==> src/hw/rtl/adtf_pkg.sv <==
// ============================================================================
// adtf_pkg: shared types and constants for the ASCII decimal to float block
// Item and result layouts, the job passed from the parser to the scaler,
// state encodings, status codes and the single precision rounding helper.
// ============================================================================
package adtf_pkg;

  localparam int MAX_SIG_DIGITS_DEF = 9;
  localparam int EXP_LIMIT_DEF      = 1000;
  localparam int DEC_EXP_BITS_DEF   = 16;

  localparam int MANT_W    = 30;
  localparam int KEPT_W    = 4;
  localparam int EXP_ACC_W = 14;
  localparam int JOB_EXP_W = 32;

  localparam logic [7:0] CH_NUL   = 8'h00;
  localparam logic [7:0] CH_LF    = 8'h0A;
  localparam logic [7:0] CH_CR    = 8'h0D;
  localparam logic [7:0] CH_PLUS  = 8'h2B;
  localparam logic [7:0] CH_MINUS = 8'h2D;
  localparam logic [7:0] CH_DOT   = 8'h2E;
  localparam logic [7:0] CH_ZERO  = 8'h30;
  localparam logic [7:0] CH_NINE  = 8'h39;
  localparam logic [7:0] CH_UPPER_E = 8'h45;
  localparam logic [7:0] CH_LOWER_E = 8'h65;

  localparam logic [1:0] ST_OK      = 2'd0;
  localparam logic [1:0] ST_INVALID = 2'd1;
  localparam logic [1:0] ST_CLAMP   = 2'd2;

  localparam logic [30:0] MAX_MAG      = 31'h7F7FFFFF;
  localparam logic [30:0] MIN_NORM_MAG = 31'h00800000;
  localparam logic [30:0] MUL_LIM_MAG  = 31'h7DCCCCCC;
  localparam logic [31:0] RECIP_TEN    = 32'hCCCCCCCD;

  typedef struct packed {
    logic [7:0] ch;
    logic       last;
  } item_t;

  typedef struct packed {
    logic [31:0] value_bits;
    logic [1:0]  status;
  } result_t;

  typedef struct packed {
    logic                        invalid;
    logic                        neg;
    logic [MANT_W-1:0]           mant;
    logic signed [JOB_EXP_W-1:0] dexp;
  } job_t;

  typedef enum logic [2:0] {
    PH_START, PH_MANT, PH_EXP_START, PH_EXP_NEED, PH_EXP_DIGITS, PH_ENDED, PH_INVALID
  } phase_t;

  typedef enum logic [2:0] {
    B_IDLE, B_NORM, B_CONV, B_SCALE, B_DIV, B_DONE
  } bstate_t;

  // Shifts val right by sh (at most six), rounds to nearest even and packs the
  // magnitude; base is the biased exponent less one, the hidden bit adds the one.
  function automatic logic [30:0] round_pack(input logic [29:0] val, input logic [3:0] sh,
                                             input logic [7:0] base, input logic rem_nz);
    logic [29:0] smask;
    logic        gbit;
    logic        sticky;
    logic [23:0] m;
    logic        up;
    gbit   = (sh != 4'd0) ? val[sh - 4'd1] : 1'b0;
    smask  = (sh > 4'd1) ? ~({30{1'b1}} << (sh - 4'd1)) : '0;
    sticky = (|(val & smask)) | rem_nz;
    m      = 24'(val >> sh);
    up     = gbit & (sticky | m[0]);
    return {base, 23'b0} + 31'(m) + 31'(up);
  endfunction

endpackage

==> src/hw/rtl/adtf_front.sv <==
// ============================================================================
// adtf_front: character parser
// Takes one character a cycle while the queue has room, tracks sign, kept
// digits and exponents, and on the final character hands a finished job to the queue.
// ============================================================================
module adtf_front #(
  parameter int MAX_SIG_DIGITS = adtf_pkg::MAX_SIG_DIGITS_DEF,
  parameter int EXP_LIMIT      = adtf_pkg::EXP_LIMIT_DEF,
  parameter int DEC_EXP_BITS   = adtf_pkg::DEC_EXP_BITS_DEF
) (
  input  logic            clk,
  input  logic            rst,
  input  adtf_pkg::item_t item,
  input  logic            take,
  output adtf_pkg::job_t  job,
  output logic            job_push
);
  import adtf_pkg::*;

  localparam int SW = ((DEC_EXP_BITS > EXP_ACC_W) ? DEC_EXP_BITS : EXP_ACC_W) + 2;
  localparam logic signed [DEC_EXP_BITS-1:0] DMAX = {1'b0, {(DEC_EXP_BITS-1){1'b1}}};
  localparam logic signed [DEC_EXP_BITS-1:0] DMIN = {1'b1, {(DEC_EXP_BITS-1){1'b0}}};

  phase_t                          phase, phase_next;
  logic                            neg, neg_next;
  logic [MANT_W-1:0]               mant, mant_next;
  logic [KEPT_W-1:0]               kept, kept_next;
  logic                            point, point_next;
  logic                            digit, digit_next;
  logic                            sig, sig_next;
  logic                            exp_neg, exp_neg_next;
  logic [EXP_ACC_W-1:0]            exp_acc, exp_acc_next;
  logic signed [DEC_EXP_BITS-1:0]  dec, dec_next;

  logic                            is_dig, is_term, mant_step, exp_step;
  logic [3:0]                      d;
  logic signed [DEC_EXP_BITS-1:0]  dec_dn, dec_up;
  logic signed [SW-1:0]            esum, eadd;
  logic signed [DEC_EXP_BITS-1:0]  e_cl;

  always_comb begin
    is_dig  = (item.ch >= CH_ZERO) && (item.ch <= CH_NINE);
    is_term = (item.ch == CH_NUL) || (item.ch == CH_LF) || (item.ch == CH_CR);
    d       = 4'(item.ch - CH_ZERO);
    dec_dn  = (dec == DMIN) ? dec : dec - DEC_EXP_BITS'(1);
    dec_up  = (dec == DMAX) ? dec : dec + DEC_EXP_BITS'(1);

    phase_next   = phase;
    neg_next     = neg;
    mant_next    = mant;
    kept_next    = kept;
    point_next   = point;
    digit_next   = digit;
    sig_next     = sig;
    exp_neg_next = exp_neg;
    exp_acc_next = exp_acc;
    dec_next     = dec;
    mant_step    = 1'b0;
    exp_step     = 1'b0;

    unique case (phase)
      PH_START: begin
        if (item.ch == CH_PLUS || item.ch == CH_MINUS) begin
          neg_next   = (item.ch == CH_MINUS);
          phase_next = PH_MANT;
        end else begin
          mant_step = 1'b1;
        end
      end
      PH_MANT: mant_step = 1'b1;
      PH_EXP_START: begin
        if (item.ch == CH_PLUS || item.ch == CH_MINUS) begin
          exp_neg_next = (item.ch == CH_MINUS);
          phase_next   = PH_EXP_NEED;
        end else if (is_dig) begin
          exp_step = 1'b1;
        end else begin
          phase_next = PH_INVALID;
        end
      end
      PH_EXP_NEED: begin
        if (is_dig) begin
          exp_step = 1'b1;
        end else begin
          phase_next = PH_INVALID;
        end
      end
      PH_EXP_DIGITS: begin
        if (is_dig) begin
          exp_step = 1'b1;
        end else begin
          phase_next = is_term ? PH_ENDED : PH_INVALID;
        end
      end
      PH_ENDED, PH_INVALID: ;
      default: ;
    endcase

    if (mant_step) begin
      if (is_dig) begin
        digit_next = 1'b1;
        if (!sig && d == 4'd0) begin
          if (point) begin
            dec_next = dec_dn;
          end
        end else begin
          sig_next = 1'b1;
          if (kept < KEPT_W'(MAX_SIG_DIGITS)) begin
            mant_next = MANT_W'(mant * MANT_W'(10) + MANT_W'(d));
            kept_next = kept + KEPT_W'(1);
            if (point) begin
              dec_next = dec_dn;
            end
          end else if (!point) begin
            dec_next = dec_up;
          end
        end
        phase_next = PH_MANT;
      end else if (item.ch == CH_DOT) begin
        phase_next = point ? PH_INVALID : PH_MANT;
        point_next = 1'b1;
      end else if (item.ch == CH_LOWER_E || item.ch == CH_UPPER_E) begin
        phase_next = digit ? PH_EXP_START : PH_INVALID;
      end else if (is_term) begin
        phase_next = PH_ENDED;
      end else begin
        phase_next = PH_INVALID;
      end
    end

    if (exp_step) begin
      if (exp_acc < EXP_ACC_W'(EXP_LIMIT)) begin
        exp_acc_next = EXP_ACC_W'(exp_acc * EXP_ACC_W'(10) + EXP_ACC_W'(d));
      end
      phase_next = PH_EXP_DIGITS;
    end

    eadd = signed'(SW'(exp_acc_next));
    esum = SW'(dec_next) + (exp_neg_next ? -eadd : eadd);
    if (esum > SW'(DMAX)) begin
      e_cl = DMAX;
    end else if (esum < SW'(DMIN)) begin
      e_cl = DMIN;
    end else begin
      e_cl = DEC_EXP_BITS'(esum);
    end

    job.invalid = (phase_next == PH_INVALID) || (phase_next == PH_START) ||
                  (phase_next == PH_EXP_START) || (phase_next == PH_EXP_NEED) || !digit_next;
    job.neg     = neg_next;
    job.mant    = mant_next;
    job.dexp    = JOB_EXP_W'(e_cl);
    job_push    = take & item.last;
  end

  always_ff @(posedge clk) begin
    if (rst || (take && item.last)) begin
      phase   <= PH_START;
      neg     <= 1'b0;
      mant    <= '0;
      kept    <= '0;
      point   <= 1'b0;
      digit   <= 1'b0;
      sig     <= 1'b0;
      exp_neg <= 1'b0;
      exp_acc <= '0;
      dec     <= '0;
    end else if (take) begin
      phase   <= phase_next;
      neg     <= neg_next;
      mant    <= mant_next;
      kept    <= kept_next;
      point   <= point_next;
      digit   <= digit_next;
      sig     <= sig_next;
      exp_neg <= exp_neg_next;
      exp_acc <= exp_acc_next;
      dec     <= dec_next;
    end
  end

endmodule

==> config.mk <==
export PLATFORM = sky130hd
export DESIGN_NAME = adtf_front
export DESIGN_NICKNAME = d
export VERILOG_FILES = /design/src/hw/rtl/adtf_pkg.sv /design/src/hw/rtl/adtf_front.sv
export SDC_FILE = /design/constraint.sdc
export NUM_CORES = 1
export LEC_CHECK = 0
export BUFFER_PORTS_ARGS = -buffer_cell sky130_fd_sc_hd__buf_2
export CORE_MARGIN = 1
export CORE_UTILIZATION = 55
export DETAILED_ROUTE_END_ITERATION = 10
export HOLD_SLACK_MARGIN = 0.12
export PLACE_DENSITY = 0.85
export SYNTH_ARGS = -nofsm -noshare
export SYNTH_HDL_FRONTEND = slang
export SYNTH_SLANG_ARGS = --single-unit
==> constraint.sdc <==
create_clock -name clk -period 13.4 [get_ports clk]
set_input_delay 1.34 -clock clk [delete_from_list [all_inputs] [get_ports clk]]
set_output_delay 1.34 -clock clk [all_outputs]
set_load 0.02 [all_outputs]
==> flow_metrics.tcl <==
set metrics [dict create \
    crit_slowest_cell "dfxtp_1" \
    synthAdderAreaFrac 0.152 \
    postCtsHoldBufs 0 \
    sequentialPowerShare 0.397 \
    syn_area_um2 8830 \
    hold_path_end "neg$_SDFFE_PP0P_" \
    nFillCells 1426 \
    slew_viol_final 0 \
    first_iter_violations 498 \
    finalHoldWorstSlack_ns 0.474 \
    synthTopCellsByArea "dfxtp_1, ha_1, nor2_1" \
    overflow 0 \
    syn_avg_cell_area_um2 7.47 \
    cp_cell_sequence "ha_1 -> ha_1 -> fa_1 -> a211oi_1 -> nor2_1 -> or2_2 -> or4_4 -> nor2_1 -> xnor2_1 -> a21oi_1 -> and3_1 -> nor2_1 -> xnor2_1 -> ha_1 -> nand3_1 -> a211oi_1 -> o21a_1 -> nor2_1 -> mux2_2 -> a311oi_1 -> or2b_2 -> a21oi_1 -> buf_2" \
    n_antenna_cell 0 \
    layout_commonest_cell "nor2_1" \
    start_kind "register" \
    port_buffers 76 \
    grt_pass1_vias 7871 \
    hold_depth 2 \
    synth_compound_area_frac 0.244 \
    yosysTopAreaCell "dfxtp_1" \
    via_count 8585 \
    status "completed" \
    wl_um 21900 \
    postSynthCellCount 1182 \
    yosys.area_share.simple 0.238 \
    synth_warnings 0 \
    dpl.cell_count 1399 \
    cellPowerDensity_nw_per_um2 58.2 \
    ys_seq_area_frac 0.163 \
    postSynth.asyncResetShare 0 \
    critPathTopFamily "simple AND/OR/NAND/NOR gates" \
    timing.fmax_mhz 122 \
    worstPathArrival_ns 6.86 \
    grt_setup_unrepaired "no" \
    reg2reg_from "mant[3]$_SDFFE_PP0P_" \
    fin_setup_tns_ns 0 \
    critPathBufInv 1 \
    track_usage 0.268 \
    ys_ff_latch 72 \
    wl_per_cell_um 15.5 \
    grt_use_met3 0.0387 \
    p_clk_frac 0.458 \
    fin_skew_ns 0.00772 \
    final_cells 1415 \
    r2r_cells 15 \
    row_count 45 \
    busiest_layer "met2" \
    ir_drop_v 0.0000403 \
    crit_cells 23 \
    cts_max_level 3 \
    initial_core_util 0.572 \
    cts_tree "built" \
    ant_nets 0 \
    hold_path.class "reg2reg" \
    root_buffer "clkbuf_16" \
    synth-main-ff-cell "dfxtp_1" \
    pin_count 77 \
    use_met2 0.458 \
    critPathKind "reg2out" \
    cap_violations 0 \
    use_met1 0.338 \
    p_switching_mw 0.152 \
    end_kind "primary output" \
    antenna_found_initial 0 \
    areaGrowthSynthToFinish_pct 7.07 \
    synth_top_area_share 0.163 \
    fin_crit_sh 0.612 \
    cts.clk_slew.worst_paths_ns 0.06 \
    cp_max_fo 13 \
    fin_crit_ns 8.20 \
    hp-start "neg$_SDFFE_PP0P_" \
    grt_pass1_wl_um 36200 \
    synth_cell_types 84 \
    clk_path_buf_depth 2 \
    hold_viol_final 0 \
    synth_top_family_by_area "compound AO/OA/AOI/OAI gates" \
    drc 0 \
    drtPass1Iterations 5 \
    hpwlAfterDp_um 16900 \
    timing.rr.end "mant[26]$_SDFFE_PP0P_" \
    die_w_um 129 \
    syn_nets 1298 \
    cts_setup_buffers 0 \
    gp_congestion 0.901 \
    die-area_um2 16600 \
    setup_viol 0 \
    leakagePower_nw 4.14 \
    multi_input_area_um2 6910 \
    clkLatencyLatePin_ns 0.35 \
    tightestPinTransition_ns 1.03 \
    path_common_cell "nor2_1" \
    synth.mux.area_fraction 0.0368 \
    internal_power_mw 0.399 \
    drive_gt1_frac 0.120 \
    seqCellArea_um2 1440 \
    critPathRequiredTime_ns 12.06 \
    regToRegSetupSlack_ns 8.89 \
    cts_buffers 9 \
    core-area_um2 15400 \
    die_y_um 129 \
    p_comb_frac 0.145 \
    clock-sinks 72 \
    synthXorXnorAreaFrac 0.111 \
    slew_headroom 0.310 \
    cts_resized 0 \
    grt_start_max_net_pins 63 \
    slowest_delay_ns 0.50 \
    synth_edf_count 0 \
    sw_frac_of_total 0.276 \
    final_nets 1315 \
    layout_common_cells "nor2_1, nand2_1, ha_1" \
    viasPerCell 6.07 \
]
-- Yosys cell counts, types with 8 or more instances --
library cell	count
clkbuf_1	49
nand3_1	26
xor2_1	43
xnor2_1	61
o21a_1	13
nor3_1	27
o21ai_1	14
nand2_1	102
buf_4	17
a31oi_1	12
mux2i_1	10
nand2b_1	14
nor2b_1	13
o31ai_1	8
a21oi_1	94
dfxtp_1	72
o21ai_0	53
a22oi_1	10
ha_1	99
a21o_1	15
o21ai_2	9
nand4_1	16
o211ai_1	8
inv_1	32
mux2_2	20
and2_1	11
nor2_1	152
or3_1	18
and3_1	13
a211oi_1	30
-- registers in the layout (all words and copies together) (netlist names) --
| register | flops |
|---|---|
| exp_neg | 1 |
| digit | 1 |
| kept | 4 |
| phase | 3 |
| exp_acc | 14 |
| sig | 1 |
| point | 1 |
| dec | 16 |
| mant | 30 |
| neg | 1 |
-- cell families (layout without fill, tap and decap cells) --
logic type | Yosys count | count (layout)
compound gates | 326 | 326
buf+inv | 106 | 128
flops | 72 | 72
mux | 30 | 30
simple gates | 437 | 437
fa+ha+maj | 104 | 104
xor+xnor | 107 | 107
-- stage by stage --
| stage | total power [mW] | utilization | area (µm²) | setup WS (ns) |
|---|---|---|---|---|
| global placement | 0.301 | 0.593 | 9150 | 5.41 |
| CTS | 0.551 | 0.613 | 9460 | 5.22 |
| finish | 0.551 | 0.613 | 9460 | 5.20 |
| global route | 0.569 | 0.613 | 9460 | 4.63 |
| floorplan | 0.284 | - | 8830 | 5.14 |
| detailed placement | 0.303 | 0.593 | 9150 | 5.31 |
-- metal layers --
layer / share of wire / wire length, µm / vias up
met5: 0 / 0 / -
met4: 0.024 / 531 / 0
met3: 0.051 / 1120 / 48
met2: 0.47 / 10300 / 278
met1: 0.46 / 9990 / 3969
li1: - / - / 4290
-- worst max path at each step --
stage	startpoint	endpoint	slack [ns]
after global routing	item[3]	job[4]	4.63
after detailed placement	item[3]	job[0]	5.31
after global placement	item[3]	job[0]	5.41
final	exp_acc[3]$_SDFFE_PP0P_	job[0]	5.20
after floorplan	item[3]	job[0]	5.14
after CTS	exp_acc[3]$_SDFFE_PP0P_	job[0]	5.22
-- final cells by class --
type,instances,share of cell area
tap,211,0.0279
inverter,32,0.0127
sequential,72,0.152
multi-input combinational,1004,0.731
clock inverter,4,0.00543
timing repair buffer,80,0.0434
clock buffer,12,0.0271
-- power by group through the flow --
stage	Clock [mW]	Sequential (mW)	Combinational (mW)
5_1_grt	0.263	0.219	0.0877
6_report	0.252	0.219	0.0799
3_5_place_dp	0	0.223	0.0793
3_3_place_gp	0	0.223	0.0780
2_1_floorplan	0	0.222	0.0623
4_1_cts	0.253	0.219	0.0795
-- worst reg2reg max path: stages (launching register included) --
cell       delay, ns
dfxtp_1         0.35
ha_1            0.30
ha_1            0.22
inv_1           0.07
fa_1            0.41
nor2b_1         0.17
o21a_1          0.20
o31ai_1         0.12
a2111oi_0       0.77
nand4b_1        0.28
nor3_1          0.49
nand2_1         0.20
nor2_1          0.19
and4_1          0.22
xor2_1          0.24
o221a_1         0.24
(Power assumes the default switching activity.)
