**config.mk**
```make
export PLATFORM = sky130hd
export DESIGN_NAME = adtf_queue
export DESIGN_NICKNAME = d
export VERILOG_FILES = /design/src/hw/rtl/adtf_pkg.sv /design/src/hw/rtl/adtf_queue.sv
export SDC_FILE = /design/constraint.sdc
export NUM_CORES = 1
export LEC_CHECK = 0
export ABC_AREA = 1
export BUFFER_PORTS_ARGS = -buffer_cell sky130_fd_sc_hd__buf_2
export CAP_MARGIN = 30
export CELL_PAD_IN_SITES_DETAIL_PLACEMENT = 1
export CELL_PAD_IN_SITES_GLOBAL_PLACEMENT = 1
export CORE_UTILIZATION = 40
export CTS_CLUSTER_DIAMETER = 100
export CTS_CLUSTER_SIZE = 28
export DETAILED_ROUTE_END_ITERATION = 16
export MAX_ROUTING_LAYER = met4
export PLACE_DENSITY = 0.79
export SLEW_MARGIN = 20
export SYNTH_ARGS = -nofsm -noshare
export SYNTH_HDL_FRONTEND = slang
export SYNTH_SLANG_ARGS = --single-unit
```
**constraint.sdc**
```tcl
create_clock -name clk -period 3.95 [get_ports clk]
set_clock_uncertainty 0.2 [all_clocks]
set_input_delay 0.5925 -clock clk [delete_from_list [all_inputs] [get_ports clk]]
set_output_delay 0.5925 -clock clk [all_outputs]
set_load 0.05 [all_outputs]
```
**src/hw/rtl/adtf_pkg.sv**
```systemverilog
// ============================================================================
// adtf_pkg: shared types and constants for the ASCII decimal to float block
// Item and result layouts, the job passed from the parser to the scaler,
// state encodings, status codes and the single precision rounding helper.
// ============================================================================
package adtf_pkg;

  localparam int MAX_SIG_DIGITS_DEF = 9;
  localparam int EXP_LIMIT_DEF      = 1000;
  localparam int DEC_EXP_BITS_DEF   = 16;

  localparam int MANT_W    = 30;
  localparam int KEPT_W    = 4;
  localparam int EXP_ACC_W = 14;
  localparam int JOB_EXP_W = 32;

  localparam logic [7:0] CH_NUL   = 8'h00;
  localparam logic [7:0] CH_LF    = 8'h0A;
  localparam logic [7:0] CH_CR    = 8'h0D;
  localparam logic [7:0] CH_PLUS  = 8'h2B;
  localparam logic [7:0] CH_MINUS = 8'h2D;
  localparam logic [7:0] CH_DOT   = 8'h2E;
  localparam logic [7:0] CH_ZERO  = 8'h30;
  localparam logic [7:0] CH_NINE  = 8'h39;
  localparam logic [7:0] CH_UPPER_E = 8'h45;
  localparam logic [7:0] CH_LOWER_E = 8'h65;

  localparam logic [1:0] ST_OK      = 2'd0;
  localparam logic [1:0] ST_INVALID = 2'd1;
  localparam logic [1:0] ST_CLAMP   = 2'd2;

  localparam logic [30:0] MAX_MAG      = 31'h7F7FFFFF;
  localparam logic [30:0] MIN_NORM_MAG = 31'h00800000;
  localparam logic [30:0] MUL_LIM_MAG  = 31'h7DCCCCCC;
  localparam logic [31:0] RECIP_TEN    = 32'hCCCCCCCD;

  typedef struct packed {
    logic [7:0] ch;
    logic       last;
  } item_t;

  typedef struct packed {
    logic [31:0] value_bits;
    logic [1:0]  status;
  } result_t;

  typedef struct packed {
    logic                        invalid;
    logic                        neg;
    logic [MANT_W-1:0]           mant;
    logic signed [JOB_EXP_W-1:0] dexp;
  } job_t;

  typedef enum logic [2:0] {
    PH_START, PH_MANT, PH_EXP_START, PH_EXP_NEED, PH_EXP_DIGITS, PH_ENDED, PH_INVALID
  } phase_t;

  typedef enum logic [2:0] {
    B_IDLE, B_NORM, B_CONV, B_SCALE, B_DIV, B_DONE
  } bstate_t;

  // Shifts val right by sh (at most six), rounds to nearest even and packs the
  // magnitude; base is the biased exponent less one, the hidden bit adds the one.
  function automatic logic [30:0] round_pack(input logic [29:0] val, input logic [3:0] sh,
                                             input logic [7:0] base, input logic rem_nz);
    logic [29:0] smask;
    logic        gbit;
    logic        sticky;
    logic [23:0] m;
    logic        up;
    gbit   = (sh != 4'd0) ? val[sh - 4'd1] : 1'b0;
    smask  = (sh > 4'd1) ? ~({30{1'b1}} << (sh - 4'd1)) : '0;
    sticky = (|(val & smask)) | rem_nz;
    m      = 24'(val >> sh);
    up     = gbit & (sticky | m[0]);
    return {base, 23'b0} + 31'(m) + 31'(up);
  endfunction

endpackage

```
**src/hw/rtl/adtf_queue.sv**
```systemverilog
// ============================================================================
// adtf_queue: two-entry job queue
// Decouples the parser from the scaler so that each side stalls on its own.
// ============================================================================
module adtf_queue (
  input  logic           clk,
  input  logic           rst,
  input  logic           wr,
  input  adtf_pkg::job_t wr_job,
  output logic           q_full,
  input  logic           rd,
  output adtf_pkg::job_t rd_job,
  output logic           q_empty
);
  import adtf_pkg::*;

  job_t       mem [2];
  logic       wr_ptr;
  logic       rd_ptr;
  logic [1:0] count;

  assign q_full  = (count == 2'd2);
  assign q_empty = (count == 2'd0);
  assign rd_job  = mem[rd_ptr];

  always_ff @(posedge clk) begin
    if (wr && !q_full) begin
      mem[wr_ptr] <= wr_job;
    end
  end

  always_ff @(posedge clk) begin
    if (rst) begin
      wr_ptr <= 1'b0;
      rd_ptr <= 1'b0;
      count  <= 2'd0;
    end else begin
      if (wr && !q_full) begin
        wr_ptr <= ~wr_ptr;
      end
      if (rd && !q_empty) begin
        rd_ptr <= ~rd_ptr;
      end
      count <= count + 2'(wr && !q_full) - 2'(rd && !q_empty);
    end
  end

  a_count_range: assert property (@(posedge clk) disable iff (rst) count != 2'd3)
    else $error("queue count out of range");
  a_no_overrun: assert property (@(posedge clk) disable iff (rst) !(wr && q_full))
    else $error("job written into a full queue");
  a_no_underrun: assert property (@(posedge clk) disable iff (rst) !(rd && q_empty))
    else $error("job read from an empty queue");

endmodule

```
==> key figures, run 1 <==
Run status
  – Result of the run: completed

Logic synthesis
  – Part of the Yosys area used for sequential elements: 76.2%
  – Synth top area cells: sky130_fd_sc_hd__edfxtp_1 74%, sky130_fd_sc_hd__mux2_4 17%, sky130_fd_sc_hd__buf_12 2.3%, sky130_fd_sc_hd__dfxtp_1 1.9%, sky130_fd_sc_hd__mux2_2 0.87%
  – Total nets after synthesis: ~300
  – Cell variety after synth: 12
  – Synth cell count leaders: 128 x sky130_fd_sc_hd__edfxtp_1, 60 x sky130_fd_sc_hd__mux2_4, 10 x sky130_fd_sc_hd__inv_1, 9 x sky130_fd_sc_hd__nor2_1, 8 x sky130_fd_sc_hd__nand2_1
  – Cell with the most instances after synthesis: sky130_fd_sc_hd__edfxtp_1
  – Synthesized area per cell: around 22 um2
  – Area share of the largest cell type after synthesis: 74.3%
  – YS warnings: 0
  – Post-synthesis async set-or-reset flop share: 0%
  – Dominant synthesized flop cell: sky130_fd_sc_hd__edfxtp_1
  – Count of mapped cells out of synthesis: 238
  – Number of enable-type register cells in the synthesized netlist: 128
  – Synthesized area: 5170 um2
  – Leading area contributor after synthesis: sky130_fd_sc_hd__edfxtp_1
  – Total of flip-flops plus latches after synthesis: 133

Timing
  – Number of pins with negative max-slew slack in the final report: 0
  – Top achievable clock speed: roughly 0.36 GHz
  – Fraction of the cycle the final worst path needs: between 70% and 80%
  – Worst slew margin: 50.8%
  – Worst hold slack: 0.156 ns
  – Setup repair after global routing missed its margin: false
  – Slew @ Worst Pin: 0.736 ns
  – Final worst path period need: 2.78 ns
  – Number of endpoints failing setup at the final stage: 0
  – Setup Total Neg Slack: 0 ns
  – Count of endpoints failing hold in the final timing report: 0

Global routing
  – Grt total ovfl: 0
  – Via count of the first global-routing pass: 2,779
  – Pin count of the biggest net entering global routing: 41
  – Total global-route track usage: 15.1%
  – Global-route wire length before repair: 13,600 um
  – Number of antenna violations at the first check in global routing: 2

Critical path
  – Data arrival, critical path: 1.98 ns
  – Crit Path Max Fanout: 40
  – Endpoint type of the worst setup path: primary output
  – Critical path class: flop to primary output
  – Critical path, cell by cell: buf_12 -> mux2_4 -> buf_2
  – Worst EP required: ~3.2 ns
  – Type of element launching the critical path: flop
  – Cell at the slowest stage of the critical path: sky130_fd_sc_hd__dfxtp_4
  – Max stage delay on crit path: around 0.63 ns

Drt
  – Number of vias per cell: 4.51
  – Detailed-routing iteration count for the pre-antenna-repair pass: 4
  – Routed via count: 2,585
  – Residual DRC: 0
  – Number of nets with antenna violations after routing: 0
  – Wire per inst: between 15 and 20 um
  – Count of routing violations after the opening detailed-route iteration: 93
  – Routed WL: ~9000 um

CTS
  – Quantity of hold-fixing buffers added after cts: 0
  – Max Root-Sink Buffers: 2
  – H-tree Lvls: 4
  – Number of gates resized after cts: 0
  – Clock insertion delay at the later pin of the skew report: 0.41 ns
  – Clock tree from TritonCTS: yes
  – Root buf cell: sky130_fd_sc_hd__clkbuf_16
  – Clock slew seen by the registers of the worst setup and hold paths: approximately 0.05 ns
  – Number of sinks on the clock net: roughly 130
  – CTS buffer count: 17
  – Post-CTS setup repair buffer count: 0

Power
  – Pwr Density: 755 nW/um2
  – Leak pwr: 2.60 nW
  – Worst IR drop on VDD: roughly 0.35 mV
  – Final Power: 4.90 mW

Die
  – Core Rows: between 40 and 50
  – Placeable Area: 12,600 um2
  – Effective utilization at floorplan: approximately 41%
  – Full die area: 13,400 um2
  – Die height: 116 um
  – # IOs: ~130
  – Overall die width: about 120 um

Hold path
  – Type of the worst min-delay path: input pin to flop

Placed design
  – Count of buffers from port buffering: about 130
  – Placer congestion estimate: 0.711
  – Placed wire-length estimate after detailed placement: about 6300 um
  – Total cell area at the placement stage: between 5000 and 6000 um2

Finish
  – Share of cells above drive strength 1: 56.9%
  – Area growth from synthesis to layout: 25.5%
  – Summed area of non-filler cells in the final layout: approximately 6500 um2
  – Layout fillers: 1,225
  – NumNets Final: about 460

Run
  – Number of max-cap violations: 0
## worst max-delay path, delay by kind of cell, from the launching register on
family,cells,cell delay [ns]
buffers and inverters,2,0.56
DFF,1,0.63
muxes,1,0.34
## cells by family (layout without fill, tap and decap cells)
kind of cell | after synthesis | after routing | synth area share [%]
other | 0 | 2 | 0
multiplexers | 64 | 64 | 18.3
flip-flops | 133 | 133 | 76.2
AO/OA/AOI/OAI | 2 | 2 | 0.194
adder cells (fa/ha/maj) | 2 | 2 | 0.484
AND/OR/NAND/NOR | 20 | 20 | 1.52
buffers and inverters | 17 | 178 | 3.27
## area by class of cell
class                      count  area, um2  area share, %
antenna                        2       5.00         0.0771
clock buffer                  22        444           6.84
clock inverter                 8       61.3          0.944
inverter                      10       37.5          0.578
multi-input combinational     88       1070           16.4
sequential                   133       3950           60.8
tap                          172        215           3.31
timing repair buffer         138        716           11.0
## flip-flops by register name, indices dropped and copies added (netlist names), named ones only
signal  cells
count       2
mem       128
rd_ptr      1
wr_ptr      1
## final timing paths
| path | slack, ns | end | startpoint | cells after the start |
|---|---|---|---|---|
| min reg2reg | 0.31 | flop | rd_ptr | 2 |
| max | 1.17 | rd_job[50] | flop | 3 |
| min | 0.16 | count[0] | rst | 2 |
| max reg2reg | 1.81 | mem[1][12] | count[0] | 5 |
## where the power goes
group / switching (mW) / internal [mW]
clock: 0.513 / 0.844
sequential: 0.0961 / 1.80
combinational: 1.13 / 0.527
## layer usage
metal	share of wire (%)	vias up	GRT usage (%)
met3	6.6	10	6.33
met2	54	92	26.5
li1	-	1220	-
met1	38	1263	14.6
met4	1.1	0	6.15
met5	0	-	-
## placed cells by master, fill, tap and decap left out, types with 2 or more instances in the layout
cell	Yosys	final
sky130_fd_sc_hd__clkbuf_1	0	5
sky130_fd_sc_hd__mux2_4	60	60
sky130_fd_sc_hd__nand2_1	8	8
sky130_fd_sc_hd__diode_2	0	2
sky130_fd_sc_hd__edfxtp_1	128	128
sky130_fd_sc_hd__buf_2	0	133
sky130_fd_sc_hd__clkinv_2	0	4
sky130_fd_sc_hd__a21oi_1	2	2
sky130_fd_sc_hd__buf_4	0	4
sky130_fd_sc_hd__ha_1	2	2
sky130_fd_sc_hd__clkbuf_16	0	17
sky130_fd_sc_hd__mux2_2	4	4
sky130_fd_sc_hd__nor2_1	9	8
sky130_fd_sc_hd__clkinv_1	0	3
sky130_fd_sc_hd__nand3_1	3	3
sky130_fd_sc_hd__inv_1	10	9
sky130_fd_sc_hd__dfxtp_1	5	4
## through the flow
stage | instances | worst slack, ns | utilization [%]
2_1_floorplan | 238 | 0.999 | -
3_3_place_gp | 541 | 1.58 | 47.4
3_5_place_dp | 541 | 1.55 | 47.4
4_1_cts | 571 | 1.11 | 51.4
5_1_grt | 573 | 1.07 | 51.5
6_report | 573 | 1.17 | 51.5
Note: power is estimated with default switching activity, not from simulation.
==> run 2, diff against run 1 <==
Clock period 3.95 ns to 2.3 ns, I/O delays scaled along.
==> run 2 against run 1 <==
  * Cell count is 12% higher
  * Clock-buffer cell count shrank 3
  * Critical path depth unchanged
  * Global-route usage increased by 2.4 points
  * Non-clock buffer count rose by 66
  * Clock power is 91% higher
  * Utilization up 6.1 points
  * First-iteration DRC count grew 22%
==> key figures, run 2 (synthesized netlist as in run 1, its figures left out) <==
Drt
  – Detailed-routing iteration count for the pre-antenna-repair pass: 4 (unchanged)
  – Number of vias per cell: 4.44 (-1.6%)
  – Routed WL: 10,600 um (+16%)
  – Residual DRC: 0 (unchanged)
  – Number of nets with antenna violations after routing: 0 (unchanged)
  – Routed via count: 2,840 (+9.9%)
  – Count of routing violations after the opening detailed-route iteration: 113 (+22%)
  – Wire per inst: 16.6 um (+3.9%)

Global routing
  – Via count of the first global-routing pass: 3,049 (+9.7%)
  – Number of antenna violations at the first check in global routing: 0 (-2)
  – Pin count of the biggest net entering global routing: 42 (+2.4%)
  – Total global-route track usage: 17.4% (+2.4 points)
  – Grt total ovfl: 0 (unchanged)
  – Global-route wire length before repair: 16,100 um (+18%)

Power
  – Internal cell power: 5.78 mW (+82%)
  – Share of power burned in the clock network: 29.3% (+1.6 points)
  – Pwr Density: 1220 nW/um2 (+61%)
  – Fraction of power consumed by combinational cells: 34.7% (+1.0 points)
  – Sw power: 3.08 mW (+77%)
  – Part of the total power dissipated in sequential elements: 36.0% (-2.6 points)
  – Switching portion of total power: 34.8% (-0.65 points)
  – Worst IR drop on VDD: 0.620 mV (+76%)
  – Final Power: 8.86 mW (+81%)
  – Leak pwr: 2.90 nW (+12%)

CTS
  – H-tree Lvls: 4 (unchanged)
  – Number of gates resized after cts: 0 (unchanged)
  – Max Root-Sink Buffers: 2 (unchanged)
  – Clock tree from TritonCTS: yes
  – Quantity of hold-fixing buffers added after cts: 65 (+65)
  – Post-CTS setup repair buffer count: 0 (unchanged)
  – CTS buffer count: 17 (unchanged)
  – Number of sinks on the clock net: 133 (unchanged)
  – Clock insertion delay at the later pin of the skew report: 0.40 ns (about the same)
  – Root buf cell: sky130_fd_sc_hd__clkbuf_16
  – Clock slew seen by the registers of the worst setup and hold paths: 0.05 ns (about the same)

Critical path
  – Number of buffers and inverters on the critical path: 2 (unchanged)
  – Critical path class: flop to primary output
  – Crit Path Max Fanout: 39 (-2.5%)
  – Critical path, cell by cell: buf_12 -> mux2_2 -> buf_2
  – Cell at the slowest stage of the critical path: sky130_fd_sc_hd__dfxtp_4
  – Endpoint type of the worst setup path: primary output
  – Setup slack of the most critical reg-to-reg path: 0.45 ns (-1.36 ns)
  – Data arrival, critical path: 1.66 ns (-0.32 ns)
  – Gate family responsible for the most delay along the worst path: buffers and inverters
  – FF-to-FF path depth: 5 (unchanged)
  – Reg2reg start: count[0]
  – Critical register-to-register path endpoint: mem[1][15]
  – Worst EP required: 1.75 ns (-1.41 ns)
  – Type of element launching the critical path: flop
  – Max stage delay on crit path: 0.37 ns (-0.26 ns)

Die
  – Die height: 116 um (unchanged)
  – Full die area: 13,400 um2 (unchanged)
  – # IOs: 134 (unchanged)
  – Core Rows: 41 (unchanged)
  – Overall die width: 116 um (unchanged)
  – Effective utilization at floorplan: 41.0% (unchanged)
  – Placeable Area: 12,600 um2 (unchanged)

Timing
  – Final worst path period need: between 2 and 2.5 ns
  – Setup Total Neg Slack: 0 ns (unchanged)
  – Number of pins with negative max-slew slack in the final report: 0 (unchanged)
  – Slew @ Worst Pin: 0.390 ns (-0.346 ns)
  – Fraction of the cycle the final worst path needs: 96.0%
  – Top achievable clock speed: about 0.45 GHz
  – Count of endpoints failing hold in the final timing report: 0 (unchanged)
  – Worst slew margin: 74.0% (+23 points)
  – Number of endpoints failing setup at the final stage: 0 (unchanged)
  – Setup repair after global routing missed its margin: false

Finish
  – Share of cells above drive strength 1: 49.5% (-7.4 points)
  – Most common library cell in the layout ignoring fill and taps: sky130_fd_sc_hd__buf_2
  – Register containing the most flip-flops in the final layout: mem
  – Flip-flop count of the largest register, all copies and words added: 128 (unchanged)
  – Commonest cells after routing, fill and taps aside: 133 x sky130_fd_sc_hd__buf_2, 128 x sky130_fd_sc_hd__edfxtp_1, 65 x sky130_fd_sc_hd__dlygate4sd3_1
  – Layout Utilization: 57.6% (+6.1 points)
  – NumNets Final: 524 (+14%)
  – Largest registers: mem (128), count (2)
  – Area growth from synthesis to layout: 40.5%

Placed design
  – Placer congestion estimate: 0.667 (-6.1%)
  – Placed wire-length estimate after detailed placement: 6270 um (-0.33%)
  – Count of buffers from port buffering: 133 (unchanged)

Run
  – Number of max-cap violations: 0 (unchanged)

Hold path
  – Type of the worst min-delay path: input pin to flop
  – Hold endpoint: wr_ptr
  – Worst min-delay path startpoint: wr
  – Number of cells on the worst hold path: 3 (+1)

Run status
  – Result of the run: completed
-- run 2: cell count changes in the layout (fill, tap and decap cells not counted), moves of 2 or more --
cell,previous run,this run
sky130_fd_sc_hd__buf_12,1,5
sky130_fd_sc_hd__buf_4,4,1
sky130_fd_sc_hd__bufinv_16,1,3
sky130_fd_sc_hd__clkbuf_1,5,2
sky130_fd_sc_hd__clkinv_1,3,5
sky130_fd_sc_hd__clkinvlp_4,0,3
sky130_fd_sc_hd__dlygate4sd3_1,0,65
-- run 2: power by group through the flow --
stage               combinational [mW]  sequential, mW  clock, mW
floorplan                         2.50            3.20          0
global placement                  2.96            3.21          0
detailed placement                2.99            3.24          0
CTS                               3.09            3.19       2.66
global route                      3.22            3.23       2.75
finish                            3.07            3.19       2.60
-- run 2: stage by stage --
stage | instances | area, um2 | worst slack [ns] | hold slack (ns)
2_1_floorplan | 238 | 5180 | 0.0749 | 0.216
3_3_place_gp | 542 | 6040 | 0.486 | 0.289
3_5_place_dp | 542 | 6040 | 0.437 | 0.302
4_1_cts | 639 | 7270 | 0.0650 | 0.0383
5_1_grt | 639 | 7270 | 0.0282 | 0.0672
6_report | 640 | 7270 | 0.0927 | 0.0499
-- run 2: area by class of cell --
| cell class | count | area [um2] |
|---|---|---|
| Inverter | 10 | 41.3 |
| Tap cell | 172 | 215 |
| Fill cell | 1197 | 5350 |
| Clock buffer | 19 | 433 |
| Timing Repair Buffer | 204 | 1420 |
| Antenna cell | 1 | 2.50 |
| Sequential cell | 133 | 3950 |
| Clock inverter | 13 | 139 |
| Multi-Input combinational cell | 88 | 1070 |
-- run 2: how the worst max path moves through the flow --
| stage | startpoint | endpoint | slack [ns] | cells after the start |
|---|---|---|---|---|
| after floorplan | count[1] | count[1] | 0.07 | 9 |
| after global placement | count[0] | mem[1][58] | 0.49 | 5 |
| after detailed placement | count[0] | mem[1][58] | 0.44 | 5 |
| after CTS | flop | rd_job[0] | 0.06 | 3 |
| after global routing | flop | rd_job[1] | 0.03 | 3 |
| final | flop | rd_job[1] | 0.09 | 3 |
-- run 2: worst reg2reg max path: stages (launching register included) --
cell and delay [ns]:
sky130_fd_sc_hd__dfxtp_1 0.32, sky130_fd_sc_hd__inv_1 0.08, sky130_fd_sc_hd__nand2_1 0.10, sky130_fd_sc_hd__nand3_1 0.18, sky130_fd_sc_hd__clkinvlp_4 0.38, sky130_fd_sc_hd__buf_12 0.31
-- run 2: layer usage --
metal,global-route usage [%],vias to the layer above,share of wire (%)
li1,-,1353,-
met1,18.4,1380,39
met2,30.8,94,56
met3,4.34,13,4.0
met4,8.12,0,1.5
met5,-,-,0
